==> src/rtl/dzdh_pkg.sv <==
//------------------------------------------------------------------------------
// Dual-zone drum hit detector package
// Shared widths, register indexes, item types and small helpers.
//------------------------------------------------------------------------------
`timescale 1ns / 1ps
`default_nettype none

package dzdh_pkg;

  // Field widths fixed by the item format.
  localparam int SAMPLE_BITS    = 12;
  localparam int TIME_BITS      = 32;
  localparam int THRESH_BITS    = 12;
  localparam int SPAN_BITS      = 20;
  localparam int CFG_INDEX_BITS = 3;
  localparam int CFG_DATA_BITS  = 20;

  // Head wins unless the rim peak exceeds it by more than this margin.
  localparam logic [SAMPLE_BITS:0] HEAD_MARGIN = (SAMPLE_BITS + 1)'(100);

  // Configuration register indexes.
  localparam logic [CFG_INDEX_BITS-1:0] REG_HEAD_THRESHOLD = 3'd0;
  localparam logic [CFG_INDEX_BITS-1:0] REG_RIM_THRESHOLD  = 3'd1;
  localparam logic [CFG_INDEX_BITS-1:0] REG_RETRIGGER_TIME = 3'd2;
  localparam logic [CFG_INDEX_BITS-1:0] REG_SCAN_TIME      = 3'd3;
  localparam logic [CFG_INDEX_BITS-1:0] REG_CROSSTALK_TIME = 3'd4;

  typedef enum logic [1:0] {
    HIT_NONE = 2'd0,
    HIT_HEAD = 2'd1,
    HIT_RIM  = 2'd2
  } hit_kind_t;

  typedef struct packed {
    logic [SAMPLE_BITS-1:0] head_sample;
    logic [SAMPLE_BITS-1:0] rim_sample;
    logic [TIME_BITS-1:0]   time_now;
  } sample_item_t;

  typedef struct packed {
    hit_kind_t              hit_kind;
    logic [SAMPLE_BITS-1:0] head_peak_out;
    logic [SAMPLE_BITS-1:0] rim_peak_out;
    logic [TIME_BITS-1:0]   hit_time;
  } hit_item_t;

  typedef struct packed {
    logic [THRESH_BITS-1:0] head_threshold;
    logic [THRESH_BITS-1:0] rim_threshold;
    logic [SPAN_BITS-1:0]   retrigger_time;
    logic [SPAN_BITS-1:0]   scan_time;
    logic [SPAN_BITS-1:0]   crosstalk_time;
  } cfg_t;

  // Zero-extend a microsecond span to the timestamp width.
  function automatic logic [TIME_BITS-1:0] span_to_time(input logic [SPAN_BITS-1:0] span);
    span_to_time = TIME_BITS'(span);
  endfunction

  // Zero-extend a threshold to the sample width.
  function automatic logic [SAMPLE_BITS-1:0] thresh_to_sample(
    input logic [THRESH_BITS-1:0] thr
  );
    thresh_to_sample = SAMPLE_BITS'(thr);
  endfunction

endpackage

`default_nettype wire

==> src/rtl/dzdh_cfg_regs.sv <==
//------------------------------------------------------------------------------
// Configuration registers
// Holds thresholds and time spans written through the plain write port.
//------------------------------------------------------------------------------
`timescale 1ns / 1ps
`default_nettype none

module dzdh_cfg_regs (
  input  wire logic                                 clk,
  input  wire logic                                 rst,
  input  wire logic                                 wr_en,
  input  wire logic [dzdh_pkg::CFG_INDEX_BITS-1:0]  wr_index,
  input  wire logic [dzdh_pkg::CFG_DATA_BITS-1:0]   wr_data,
  output dzdh_pkg::cfg_t                            cfg
);

  // Decode the index and load the addressed register; unknown indexes are ignored.
  always_ff @(posedge clk) begin
    if (rst) begin
      cfg <= '0;
    end else if (wr_en) begin
      unique case (wr_index)
        dzdh_pkg::REG_HEAD_THRESHOLD: begin
          cfg.head_threshold <= wr_data[dzdh_pkg::THRESH_BITS-1:0];
        end
        dzdh_pkg::REG_RIM_THRESHOLD: begin
          cfg.rim_threshold <= wr_data[dzdh_pkg::THRESH_BITS-1:0];
        end
        dzdh_pkg::REG_RETRIGGER_TIME: begin
          cfg.retrigger_time <= wr_data[dzdh_pkg::SPAN_BITS-1:0];
        end
        dzdh_pkg::REG_SCAN_TIME: begin
          cfg.scan_time <= wr_data[dzdh_pkg::SPAN_BITS-1:0];
        end
        dzdh_pkg::REG_CROSSTALK_TIME: begin
          cfg.crosstalk_time <= wr_data[dzdh_pkg::SPAN_BITS-1:0];
        end
        default: begin
        end
      endcase
    end
  end

endmodule

`default_nettype wire

==> src/rtl/dzdh_hit_core.sv <==
//------------------------------------------------------------------------------
// Hit detection core
// Scan state, lockout timing and hit classification for one item per cycle while step is high.
//------------------------------------------------------------------------------
`timescale 1ns / 1ps
`default_nettype none

module dzdh_hit_core (
  input  wire logic                   clk,
  input  wire logic                   rst,
  input  wire logic                   step,
  input  wire dzdh_pkg::sample_item_t item,
  input  wire dzdh_pkg::cfg_t         cfg,
  output dzdh_pkg::hit_item_t         result
);

  localparam int SB = dzdh_pkg::SAMPLE_BITS;
  localparam int TB = dzdh_pkg::TIME_BITS;

  // Detector state.
  logic          scan_active;
  logic [TB-1:0] scan_start;
  logic [SB-1:0] head_peak;
  logic [SB-1:0] rim_peak;
  logic [TB-1:0] head_last_hit;
  logic [TB-1:0] rim_last_hit;

  logic          scan_active_next;
  logic [TB-1:0] scan_start_next;
  logic [SB-1:0] head_peak_next;
  logic [SB-1:0] rim_peak_next;
  logic [TB-1:0] head_last_hit_next;
  logic [TB-1:0] rim_last_hit_next;

  logic [TB-1:0] head_elapsed;
  logic [TB-1:0] rim_elapsed;
  logic [TB-1:0] retrigger;
  logic          head_fire;
  logic          rim_fire;
  logic [SB-1:0] head_max;
  logic [SB-1:0] rim_max;
  logic [TB-1:0] scan_dur;
  logic          scan_done;
  logic [TB-1:0] later;
  logic          head_wins;

  // Lockout test: elapsed time since last hit, read as signed.
  assign retrigger    = dzdh_pkg::span_to_time(cfg.retrigger_time);
  assign head_elapsed = item.time_now - head_last_hit;
  assign rim_elapsed  = item.time_now - rim_last_hit;
  assign head_fire    = (item.head_sample >= dzdh_pkg::thresh_to_sample(cfg.head_threshold))
                        && ($signed(head_elapsed) >= $signed(retrigger));
  assign rim_fire     = (item.rim_sample >= dzdh_pkg::thresh_to_sample(cfg.rim_threshold))
                        && ($signed(rim_elapsed) >= $signed(retrigger));

  // Peak tracking and scan timing.
  assign head_max  = (item.head_sample > head_peak) ? item.head_sample : head_peak;
  assign rim_max   = (item.rim_sample > rim_peak) ? item.rim_sample : rim_peak;
  assign scan_dur  = item.time_now - scan_start;
  assign scan_done = scan_dur >= dzdh_pkg::span_to_time(cfg.scan_time);
  assign later     = item.time_now + dzdh_pkg::span_to_time(cfg.crosstalk_time);
  assign head_wins = ({1'b0, head_max} + dzdh_pkg::HEAD_MARGIN) >= {1'b0, rim_max};

  // Next state and result for the current item.
  always_comb begin
    scan_active_next   = scan_active;
    scan_start_next    = scan_start;
    head_peak_next     = head_peak;
    rim_peak_next      = rim_peak;
    head_last_hit_next = head_last_hit;
    rim_last_hit_next  = rim_last_hit;
    result.hit_kind      = dzdh_pkg::HIT_NONE;
    result.head_peak_out = '0;
    result.rim_peak_out  = '0;
    result.hit_time      = item.time_now;
    if (!scan_active) begin
      if (head_fire || rim_fire) begin
        scan_active_next = 1'b1;
        scan_start_next  = item.time_now;
        head_peak_next   = item.head_sample;
        rim_peak_next    = item.rim_sample;
      end
    end else begin
      head_peak_next = head_max;
      rim_peak_next  = rim_max;
      if (scan_done) begin
        if (head_wins) begin
          result.hit_kind    = dzdh_pkg::HIT_HEAD;
          head_last_hit_next = item.time_now;
          rim_last_hit_next  = later;
        end else begin
          result.hit_kind    = dzdh_pkg::HIT_RIM;
          rim_last_hit_next  = item.time_now;
          head_last_hit_next = later;
        end
        result.head_peak_out = head_max;
        result.rim_peak_out  = rim_max;
        scan_active_next     = 1'b0;
        head_peak_next       = '0;
        rim_peak_next        = '0;
      end
    end
  end

  // State update, once per item that moves into the result register.
  always_ff @(posedge clk) begin
    if (rst) begin
      scan_active   <= 1'b0;
      scan_start    <= '0;
      head_peak     <= '0;
      rim_peak      <= '0;
      head_last_hit <= '0;
      rim_last_hit  <= '0;
    end else if (step) begin
      scan_active   <= scan_active_next;
      scan_start    <= scan_start_next;
      head_peak     <= head_peak_next;
      rim_peak      <= rim_peak_next;
      head_last_hit <= head_last_hit_next;
      rim_last_hit  <= rim_last_hit_next;
    end
  end

endmodule

`default_nettype wire

==> src/rtl/dual_zone_drum_hit_detector.sv <==
// An accepted sample item reaches its hit item through the input register, then the
// result register; it is held there while the hit side stalls.
// Throughput: one item per cycle; the input register takes a new item whenever the
// result register is empty or being emptied in the same cycle.
// Reset (synchronous, active high) clears the configuration registers, the scan state, the
// last-hit times and both valid flags.
//------------------------------------------------------------------------------
// Dual-zone drum hit detector
// Head and rim piezo trigger with peak scan, retrigger lockout and crosstalk
// exclusion; one hit item out for every sample item in.
//------------------------------------------------------------------------------
`timescale 1ns / 1ps
`default_nettype none

module dual_zone_drum_hit_detector (
  input  wire logic                                 clk,
  input  wire logic                                 rst,
  input  wire logic                                 wr_en,
  input  wire logic [dzdh_pkg::CFG_INDEX_BITS-1:0]  wr_index,
  input  wire logic [dzdh_pkg::CFG_DATA_BITS-1:0]   wr_data,
  input  wire logic                                 sample_valid,
  output logic                                      sample_stall,
  input  wire dzdh_pkg::sample_item_t               sample,
  output logic                                      hit_valid,
  input  wire logic                                 hit_stall,
  output dzdh_pkg::hit_item_t                       hit
);

  dzdh_pkg::cfg_t         cfg;
  dzdh_pkg::sample_item_t in_reg;
  logic                   in_reg_valid;
  dzdh_pkg::hit_item_t    result;
  logic                   advance;
  logic                   res_free;

  dzdh_cfg_regs u_cfg (
    .clk      (clk),
    .rst      (rst),
    .wr_en    (wr_en),
    .wr_index (wr_index),
    .wr_data  (wr_data),
    .cfg      (cfg)
  );

  // The result register can load when it is empty or its item leaves now.
  assign res_free     = !hit_valid || !hit_stall;
  assign advance      = in_reg_valid && res_free;
  assign sample_stall = in_reg_valid && !res_free;

  dzdh_hit_core u_core (
    .clk    (clk),
    .rst    (rst),
    .step   (advance),
    .item   (in_reg),
    .cfg    (cfg),
    .result (result)
  );

  // Input register.
  always_ff @(posedge clk) begin
    if (rst) begin
      in_reg_valid <= 1'b0;
    end else if (!sample_stall) begin
      in_reg_valid <= sample_valid;
    end
  end

  always_ff @(posedge clk) begin
    if (sample_valid && !sample_stall) begin
      in_reg <= sample;
    end
  end

  // Result register.
  always_ff @(posedge clk) begin
    if (rst) begin
      hit_valid <= 1'b0;
    end else if (res_free) begin
      hit_valid <= in_reg_valid;
    end
  end

  always_ff @(posedge clk) begin
    if (advance) begin
      hit <= result;
    end
  end

  // A no-hit item carries zero peaks.
  a_nohit_zero: assert property (@(posedge clk) disable iff (rst)
    (hit_valid && hit.hit_kind == dzdh_pkg::HIT_NONE)
      |-> (hit.head_peak_out == '0 && hit.rim_peak_out == '0))
    else $error("no-hit item with nonzero peaks");

  // A head hit respects the head margin.
  a_head_margin: assert property (@(posedge clk) disable iff (rst)
    (hit_valid && hit.hit_kind == dzdh_pkg::HIT_HEAD)
      |-> (({1'b0, hit.head_peak_out} + dzdh_pkg::HEAD_MARGIN) >= {1'b0, hit.rim_peak_out}))
    else $error("head hit classified against the margin");

  // A rim hit means the rim peak beat the head margin.
  a_rim_margin: assert property (@(posedge clk) disable iff (rst)
    (hit_valid && hit.hit_kind == dzdh_pkg::HIT_RIM)
      |-> (({1'b0, hit.head_peak_out} + dzdh_pkg::HEAD_MARGIN) < {1'b0, hit.rim_peak_out}))
    else $error("rim hit classified against the margin");

  // The input side is only held back while the result register is full and stalled.
  a_stall_cause: assert property (@(posedge clk) disable iff (rst)
    sample_stall |-> (hit_valid && hit_stall && in_reg_valid))
    else $error("input stalled without a blocked result");

endmodule

`default_nettype wire
==> config.mk <==
export PLATFORM = sky130hd
export DESIGN_NAME = dual_zone_drum_hit_detector
export DESIGN_NICKNAME = d
export VERILOG_FILES = /design/src/rtl/dzdh_pkg.sv /design/src/rtl/dzdh_cfg_regs.sv /design/src/rtl/dzdh_hit_core.sv /design/src/rtl/dual_zone_drum_hit_detector.sv
export SDC_FILE = /design/constraint.sdc
export NUM_CORES = 1
export LEC_CHECK = 0
export ABC_AREA = 1
export BUFFER_PORTS_ARGS = -buffer_cell sky130_fd_sc_hd__buf_2
export CORE_MARGIN = 2
export CORE_UTILIZATION = 48
export DETAILED_ROUTE_END_ITERATION = 6
export GPL_ROUTABILITY_DRIVEN = 0
export PLACE_DENSITY = 0.65
export SYNTH_ARGS = -nofsm -noshare
export SYNTH_HDL_FRONTEND = slang
export SYNTH_SLANG_ARGS = --single-unit
==> constraint.sdc <==
create_clock -name clk -period 4.9 [get_ports clk]
set_clock_uncertainty 0.15 [all_clocks]
set_input_delay 0.49 -clock clk [delete_from_list [all_inputs] [get_ports clk]]
set_output_delay 0.49 -clock clk [all_outputs]
set_load 0.005 [all_outputs]
Yosys cells after proc, flatten, opt, wreduce, memory -nomap -nowiden
Index checks and enable logic that the tools add are counted.
- multiplexer cells: 14
- equality and inequality tests: 4
- add/sub/neg operators: 5
- reductions and logical operators: 22
- bitwise logic cells: 1
- order comparisons: 8
- operators by type and width (operator ; number):
    12-bit two-way mux ; 8
    32-bit subtractor ; 3
    32-bit by 21-bit >= comparator with 1-bit output ; 2
    32-bit two-way mux ; 2
    32-bit by 20-bit adder with 32-bit output ; 1
    32-bit by 20-bit >= comparator with 1-bit output ; 1
    12-bit >= comparator ; 2
    12-bit greater-than comparator ; 2
    2-bit AND reduction ; 7
    12-bit by 7-bit adder with 13-bit output (second input constant) ; 1
    13-bit by 12-bit >= comparator with 1-bit output ; 1
    3-bit by 2-bit == test with 1-bit output (second input constant) ; 2
    3-bit AND reduction ; 2
    1-bit logical AND ; 5
    1-bit logical NOT ; 4
    3-bit by 1-bit == test with 1-bit output (second input constant) ; 1
    3-bit == test (second input constant) ; 1
    3-bit logical NOT ; 1
    1-bit two-way mux ; 3
    1-bit logical OR ; 2
    2-bit two-way mux ; 1
    2-bit nonzero test ; 1
    1-bit inverter ; 1
- output and inout bits: 60
- word-level logic and storage cells: 74
- bits of input ports: 84
- bits in registers: 321

Longest topological paths before layout
Gate-level depths: netlist (run 1).
- depth after elaboration: 6
- depth in mapped cells: 33
- mapped depth without buffers: 32

Hierarchy
A second synthesis (run 1) with hierarchy kept.
- cells, all modules: 3819
- area, all modules: 24800.0 µm²
- modules (own cells, without submodules) (module ; times used ; area each (µm²) ; cells each ; seq. area each (µm²)):
    dzdh_hit_core ; 1 ; 17907.2 ; 3198 ; 2422.3
    dual_zone_drum_hit_detector ; 1 ; 3514.6 ; 126 ; 3463.3
    dzdh_cfg_regs ; 1 ; 3378.2 ; 495 ; 1681.6

Worst setup path before layout (run 1)
OpenSTA, ideal clock, no wires.
- kind: in2reg
- start: in hit_stall
- end: reg u_core.rim_last_hit[24]
- slack: 0.366 ns
- setup time: 0.113 ns
- cell stages on the path: 10
- buffers on the path: 2
- arrival time: 4.271 ns
- cells stage by stage: nand2_1 inv_1 nor2_1 inv_1 nor2_1 nand2_4 buf_8 buf_6 nor2_1 nor2_1
- cells in the longest elaborated chain, start to end: 4
- ends and longest elaborated chain (what ; RTL line ; RTL):
    from (decl) ; dual_zone_drum_hit_detector.sv:25 ; input wire logic hit_stall,
    1-bit logical NOT ; dual_zone_drum_hit_detector.sv:46 ; assign res_free = !hit_valid || !hit_stall;
    1-bit logical OR ; dual_zone_drum_hit_detector.sv:46 ;
    1-bit logical AND ; dual_zone_drum_hit_detector.sv:47 ; assign advance = in_reg_valid && res_free;
    named net advance ; dual_zone_drum_hit_detector.sv:33 ; logic advance;
    3-bit AND reduction (no line) ; - ;
    to (signal assigned) ; dzdh_hit_core.sv:120 ; rim_last_hit <= rim_last_hit_next;
    to (decl) ; dzdh_hit_core.sv:26 ; logic [TB-1:0] rim_last_hit;
The timed path passes the listed nets, and every way through them passes these cells.
A chain may end at the register's enable or synchronous reset.

Worst setup path after layout (run 1)
- start: reg in_reg[8] (netlist bit)
- end: reg u_core.rim_last_hit[23]
- cells in the longest elaborated chain, start to end: 3
- elaborated cells on any way between the ends: 5
- ends and longest elaborated chain (what ; RTL line ; RTL):
    from (decl) ; dual_zone_drum_hit_detector.sv:30 ; dzdh_pkg::sample_item_t in_reg;
    from (signal assigned) ; dual_zone_drum_hit_detector.sv:70 ; in_reg <= sample;
    32-bit subtractor ; dzdh_hit_core.sv:59 ; assign scan_dur = item.time_now - scan_start;
    32-bit by 20-bit >= comparator with 1-bit output ; dzdh_hit_core.sv:60 ; assign scan_done = scan_dur >= dzdh_pkg::span_to_time(cfg.scan_time);
    3-bit AND reduction (no line) ; - ;
Parallel ways exist; a longest one is shown, timed or not.

==> results.cfg, run 1 <==
[timing]
slew-limit-headroom_pct = 32.48
fin_crit_sh_pct = 93.47
hold_viol_final = 0
tightestPinTransition_ns = 1.013
final.min_clock_period_ns = 4.580
finalMaxSlewViolations = 0
setup_viol = 0
fmax_ghz = 0.2183

[cells_and_area]
layout_common_cells = 1065 x nand2_1, 537 x inv_1, 446 x nor2_1, 242 x a21oi_1, 232 x ha_1
layout_commonest_cell = nand2_1
area_growth_syn_to_layout_pct = 15.45
finalNetCount = 4128
fillers = 4831
drive_gt1_share_pct = 8.301
final_cells = 4496
largest_reg_flops = 84
finish.utilization_pct = 56.21
final_area_um2 = 27520

[clocking]
cts.path.max_buffers = 3
cts_buffers = 36
path_clk_slew_ns = 0.06
htree_levels = 2
clock-sinks = 321
cts_root_buffer = clkbuf_16
insertion_delay_ns = 0.57
cts_tree = yes

[synth]
netlist.area_leader.share_pct = 17.39
yosys.area.top_type = dfxtp_1
synth_area_leaders = dfxtp_1 17%, nand2_1 17%, edfxtp_1 14%
ys_ff_latch = 321
yosys_warnings = 0
ys.flop_type = dfxtp_1
syn-num-nets = 3905
async_flop_share_pct = 0
syn_area_per_cell_um2 = 6.652
syn-cell-area_um2 = 23830
seq_area_frac_synth_pct = 31.75
synth.distinct_cells = 47
synth_edf_count = 114
syn_inst = 3583

[critical_path]
critPathMostFrequentCell = nand2_1
cpLargestDelayFamily = simple AND/OR/NAND/NOR gates
cp-start-kind = flop
cp_slowest_stage_delay_ns = 0.59
endpoint_kind = flop
crit_required_ns = 5.21
path_cells = ha_1, nand2_1, nor2_1, nand4_1, o21ai_1, xor2_1, ha_1, a21oi_1, nor2_1, a211oi_1, nand2_1, nand2_1, nand2_1, nand2_1, nand4_1, nor3_2, nand3b_2, nand2_4, buf_12, nand2_1, nand2_1, nor2_1
path_buf_inv = 1
cp_slowest_cell = edfxtp_1
critical_path.max_fanout = 38
worstPathArrival_ns = 4.89
crit_type = reg -> reg

[status]
status = finished, final reports clean

[route]
post_drt_via_cell_ratio = 5.191
drt-pass1-iter-count = 6
drt-wirelength-per-cell_um = 17.00
drt_wl_total_um = 76440
ant_nets = 0
drc = 0
drt_iter0_drc = 1951
vias = 23340

[floorplan]
die_width_um = 226.8
die_y_um = 226.8
io_pins = 144
core_area_um2 = 48950
die-area_um2 = 51450
start_util_pct = 48.69
fp-row-count = 81

[global_routing]
globalRoute.totalOverflow = 0
grtUsageTotal_pct = 29.28
first_global_vias = 21590
grt_pass1_wl_um = 116600
grt_max_degree = 109
antenna_found_initial = 0

[placement]
dp_cells = 4350
placed_cell_area_um2 = 25400
io_buffers = 143
hpwl_um = 57180

[power_and_ir_drop]
p_per_area_nw_per_um2 = 318.5
ir_worst_vdd_mv = 0.2601
p_leak_uw = 0.01357

[hold_path]
hold_path.class = in -> reg

[run]
drv_cap = 0
==> final timing paths <==
check | cells past startpoint | from | endpoint | slack [ns]
max | 22 | in_reg[8]$_DFFE_PP_ | u_core.rim_last_hit[23]$_SDFFE_PP0P_ | 0.32
min | 3 | sample_valid | in_reg_valid$_SDFFE_PP0N_ | 0.08
max reg2reg | 22 | in_reg[8]$_DFFE_PP_ | u_core.rim_last_hit[23]$_SDFFE_PP0P_ | 0.32
min reg2reg | 2 | u_cfg.cfg[35]$_SDFFE_PP0P_ | u_cfg.cfg[35]$_SDFFE_PP0P_ | 0.31
==> kinds of logic after synthesis <==
kind of cell / after synthesis / synth area share (%)
compound gates: 490 / 10.76
buf+inv: 641 / 10.70
flops: 321 / 31.75
simple gates: 1799 / 30.72
xor+xnor: 94 / 3.454
fa+ha+maj: 238 / 12.62
==> final cells by class <==
| type | count | area (um^2) | area share [%] |
|---|---|---|---|
| Sequential cell | 321 | 7567 | 27.50 |
| Inverter | 548 | 2064 | 7.503 |
| Multi-Input combinational cell | 2621 | 13790 | 50.12 |
| Timing Repair Buffer | 278 | 2051 | 7.453 |
| Tap cell | 664 | 830.8 | 3.019 |
| Antenna cell | 1 | 2.502 | 0.009094 |
| Clock inverter | 11 | 163.9 | 0.5957 |
| Clock buffer | 52 | 1045 | 3.797 |
==> worst reg2reg max path: stages, from the launching register on <==
cell and delay (ns):
edfxtp_1 0.59, ha_1 0.51, nand2_1 0.11, nor2_1 0.25, nand4_1 0.13, o21ai_1 0.30
xor2_1 0.27, ha_1 0.29, a21oi_1 0.13, nor2_1 0.05, a211oi_1 0.16, nand2_1 0.12
nand2_1 0.08, nand2_1 0.10, nand2_1 0.11, nand4_1 0.10, nor3_2 0.14, nand3b_2 0.21
nand2_4 0.28, buf_12 0.24, nand2_1 0.08, nand2_1 0.06, nor2_1 0.04
==> per-layer routing <==
layer  global-route usage [%]  vias to the layer above  routed length [um]
met5                        0                        -                   0
met4                    9.656                        0                2387
met3                    2.980                      118                4896
met1                    39.92                    10620               33730
met2                    48.47                      727               35430
li1                         -                    11870                   -
==> Yosys cell counts (all sizes together), types with 8 or more instances <==
master and instances:
nor2 454, a21oi 244, nand4 64, nand3b 13
dfxtp 207, ha 234, a211oi 8, nand3 150
clkbuf 47, edfxtp 114, o21bai 11, buf 46
xnor2 21, nand2 1074, inv 546, xor2 73
o21ai 200, nor3 28
==> stage by stage <==
stage | hold WS (ns) | total power, uW | TNS, ns | setup slack [ns]
final | 0.07848 | 8764 | 0 | 0.3200
after global routing | 0.08331 | 9271 | -0.03728 | -0.02419
after CTS | 0.06969 | 8481 | 0 | 0.1121
after detailed placement | 0.2978 | 5607 | 0 | 0.1354
after global placement | 0.2973 | 5588 | 0 | 0.2272
after floorplan | 0.2744 | 4908 | 0 | 0.3661
==> repair_timing <==
item / 4_1_cts / 5_1_grt
setup endpoints to repair: 0 / 68
endpoints found under the hold margin: 56 / 0
setup buffers: 0 / 22
resized for setup: 0 / 28
hold buffers: 56 / 0
==> report_power, final <==
group	leakage, uW	total [uW]	switching, uW	internal (uW)
Clock	0.000585	2850	1160	1700
Sequential	0.00277	3000	103	2900
Combinational	0.0102	2910	1860	1050
(Power assumes the default switching activity.)
==> run 2: changes to the inputs <==
CTS_BUF_LIST = sky130_fd_sc_hd__clkbuf_16   (was default)
HOLD_SLACK_MARGIN = 0.05   (was default)
==> run 2 against run 1 <==
Against the previous run:
- die area unchanged
- fmax decreased by 0.35%
- power fell by 0.69%
- largest cell class unchanged
- register-to-register slack lost 0.02 ns
- cell area barely moved
- sequential share of layout area hardly changed
- cell count about the same
- first-iteration DRC count grew 0.10%
- sequential cell count stayed put
- critical path type unchanged
- critical path depth up 3
==> results.cfg, run 2 (synthesis gave the netlist of run 1 again) <==
[cells_and_area]
finalNetCount = 4128
fillers = 4830
largest_reg_flops = 84
ff_latch_area_um2 = 7567
layout_commonest_cell = nand2_1
finish.utilization_pct = 56.16
area_growth_syn_to_layout_pct = 15.34
num_antenna_cells = 0
final_area_um2 = 27490
multi_input_area_um2 = 13790
drive_gt1_share_pct = 8.222
final_cells = 4495
layout_common_cells = 1065 x nand2_1, 548 x inv_1, 446 x nor2_1, 242 x a21oi_1, 232 x ha_1

[clocking]
htree_levels = 2
cts_root_buffer = clkbuf_16
cts.path.max_buffers = 3
path_clk_slew_ns = 0.06
insertion_delay_ns = 0.57
cts_tree = yes
clock-sinks = 321
cts_buffers = 36

[critical_path]
crit_required_ns = 5.23
timing.rr.start = in_reg[10]$_DFFE_PP_
critical_path.max_fanout = 32
endpoint_kind = flop
path_buf_inv = 2
worst_setup_path_startpoint = in_reg[10]$_DFFE_PP_
cp_slowest_cell = edfxtp_1
cp_slowest_stage_delay_ns = 0.62
critPathMostFrequentCell = nand2_1
cp-start-kind = flop
crit_type = reg -> reg
cpLargestDelayFamily = simple AND/OR/NAND/NOR gates
worstPathArrival_ns = 4.92

[floorplan]
die_width_um = 226.8
die-area_um2 = 51450
start_util_pct = 48.69
die_y_um = 226.8
core_area_um2 = 48950
fp-row-count = 81
io_pins = 144

[placement]
io_buffers = 143
hpwl_um = 57180
placed_cell_area_um2 = 25400
dp_cells = 4350

[global_routing]
use_met1_pct = 39.89
grtUsageMet3_pct = 3.032
grtUsageTotal_pct = 29.28
grt_max_degree = 109
grt_pass1_wl_um = 116700
first_global_vias = 21610
antenna_found_initial = 0
grtUsageMet2_pct = 48.51
grt-busiest-layer = met2
globalRoute.totalOverflow = 0

[timing]
fmax_ghz = 0.2176
final.min_clock_period_ns = 4.596
tightestPinTransition_ns = 1.012
finalMaxSlewViolations = 0
fin_crit_sh_pct = 93.80
fin_tns_setup_ns = 0
hold_viol_final = 0
setup_viol = 0
hold_slack_ns = 0.08102
slew-limit-headroom_pct = 31.92

[route]
drt_wl_total_um = 76460
drt-pass1-iter-count = 6
drt-wirelength-per-cell_um = 17.01
drc = 0
vias = 23330
ant_nets = 0
post_drt_via_cell_ratio = 5.189
drt_iter0_drc = 1953

[power_and_ir_drop]
ir_worst_vdd_mv = 0.2601
p_per_area_nw_per_um2 = 316.6
p_leak_uw = 0.01360

[status]
status = finished, final reports clean

[run]
drv_cap = 0

[hold_path]
hp-start = sample_valid
hold_path.class = in -> reg
run 2: cell count changes in the layout (fill, tap and decap cells not counted):
cell,delta
clkbuf_1,-11
inv_1,+11
clkbuf_8,-2
clkinv_1,+2
diode_2,-1
o21ai_0,+1
o21ai_2,-1
run 2: report_power, final:
| part | switching, uW | internal (uW) | leakage, uW |
|---|---|---|---|
| Sequential | 102 | 2900 | 0.00277 |
| Combinational | 1860 | 1050 | 0.0102 |
| Clock | 1150 | 1640 | 0.000620 |
| Total | 3110 | 5590 | 0.0136 |
run 2: routing by layer:
metal / part of all wire, % / routed length [um]
met4: 3.2 / 2420
met2: 46 / 35350
met1: 44 / 33640
met3: 6.6 / 5058
met5: 0 / 0
run 2: path summary, 6_finish.rpt:
kind / to / slack (ns) / cells after the start
worst max-delay path: u_core.scan_start[3]$_SDFFE_PP0P_ / 0.30 / 25
worst min-delay path: in_reg_valid$_SDFFE_PP0N_ / 0.08 / 3
worst max register to register: u_core.scan_start[3]$_SDFFE_PP0P_ / 0.30 / 25
worst min register to register: u_cfg.cfg[23]$_SDFFE_PP0P_ / 0.31 / 2
run 2: metrics by stage:
step | power, uW | setup slack [ns]
floorplan | 4908 | 0.3661
global placement | 5588 | 0.2272
detailed placement | 5607 | 0.1354
CTS | 8426 | 0.1117
global route | 9213 | -0.05386
finish | 8703 | 0.3040
run 2: final cells by class:
type | instances | share of cell area, %
Clock buffer | 39 | 3.550
Clock inverter | 24 | 0.7737
Inverter | 548 | 7.510
Multi-Input combinational cell | 2621 | 50.16
Sequential cell | 321 | 27.53
Tap cell | 664 | 3.022
Timing Repair Buffer | 278 | 7.460
run 2: worst reg2reg max path, cell delays in order, from the launching register on:
cell	delay, ns
edfxtp_1	0.62
ha_1	0.48
nand2_1	0.13
nor2_1	0.34
nand2_1	0.12
nand2_1	0.15
inv_1	0.07
nand2_1	0.14
xor2_1	0.19
ha_1	0.27
a21oi_1	0.15
o21ai_0	0.09
a21oi_1	0.13
nand2_1	0.10
nand2_1	0.07
nand2_1	0.06
nor2_1	0.09
nand2_1	0.06
nor2_1	0.08
nand3_1	0.12
nand2_1	0.16
nand2_2	0.10
nand2_2	0.06
buf_4	0.34
nand2_1	0.11
a21oi_1	0.16
run 2: what timing repair did:
action	CTS	global route
buffers inserted	0	22
setup endpoints to repair	0	68
hold endpoints to repair	56	0
resized for setup	0	26
hold buffers	56	0
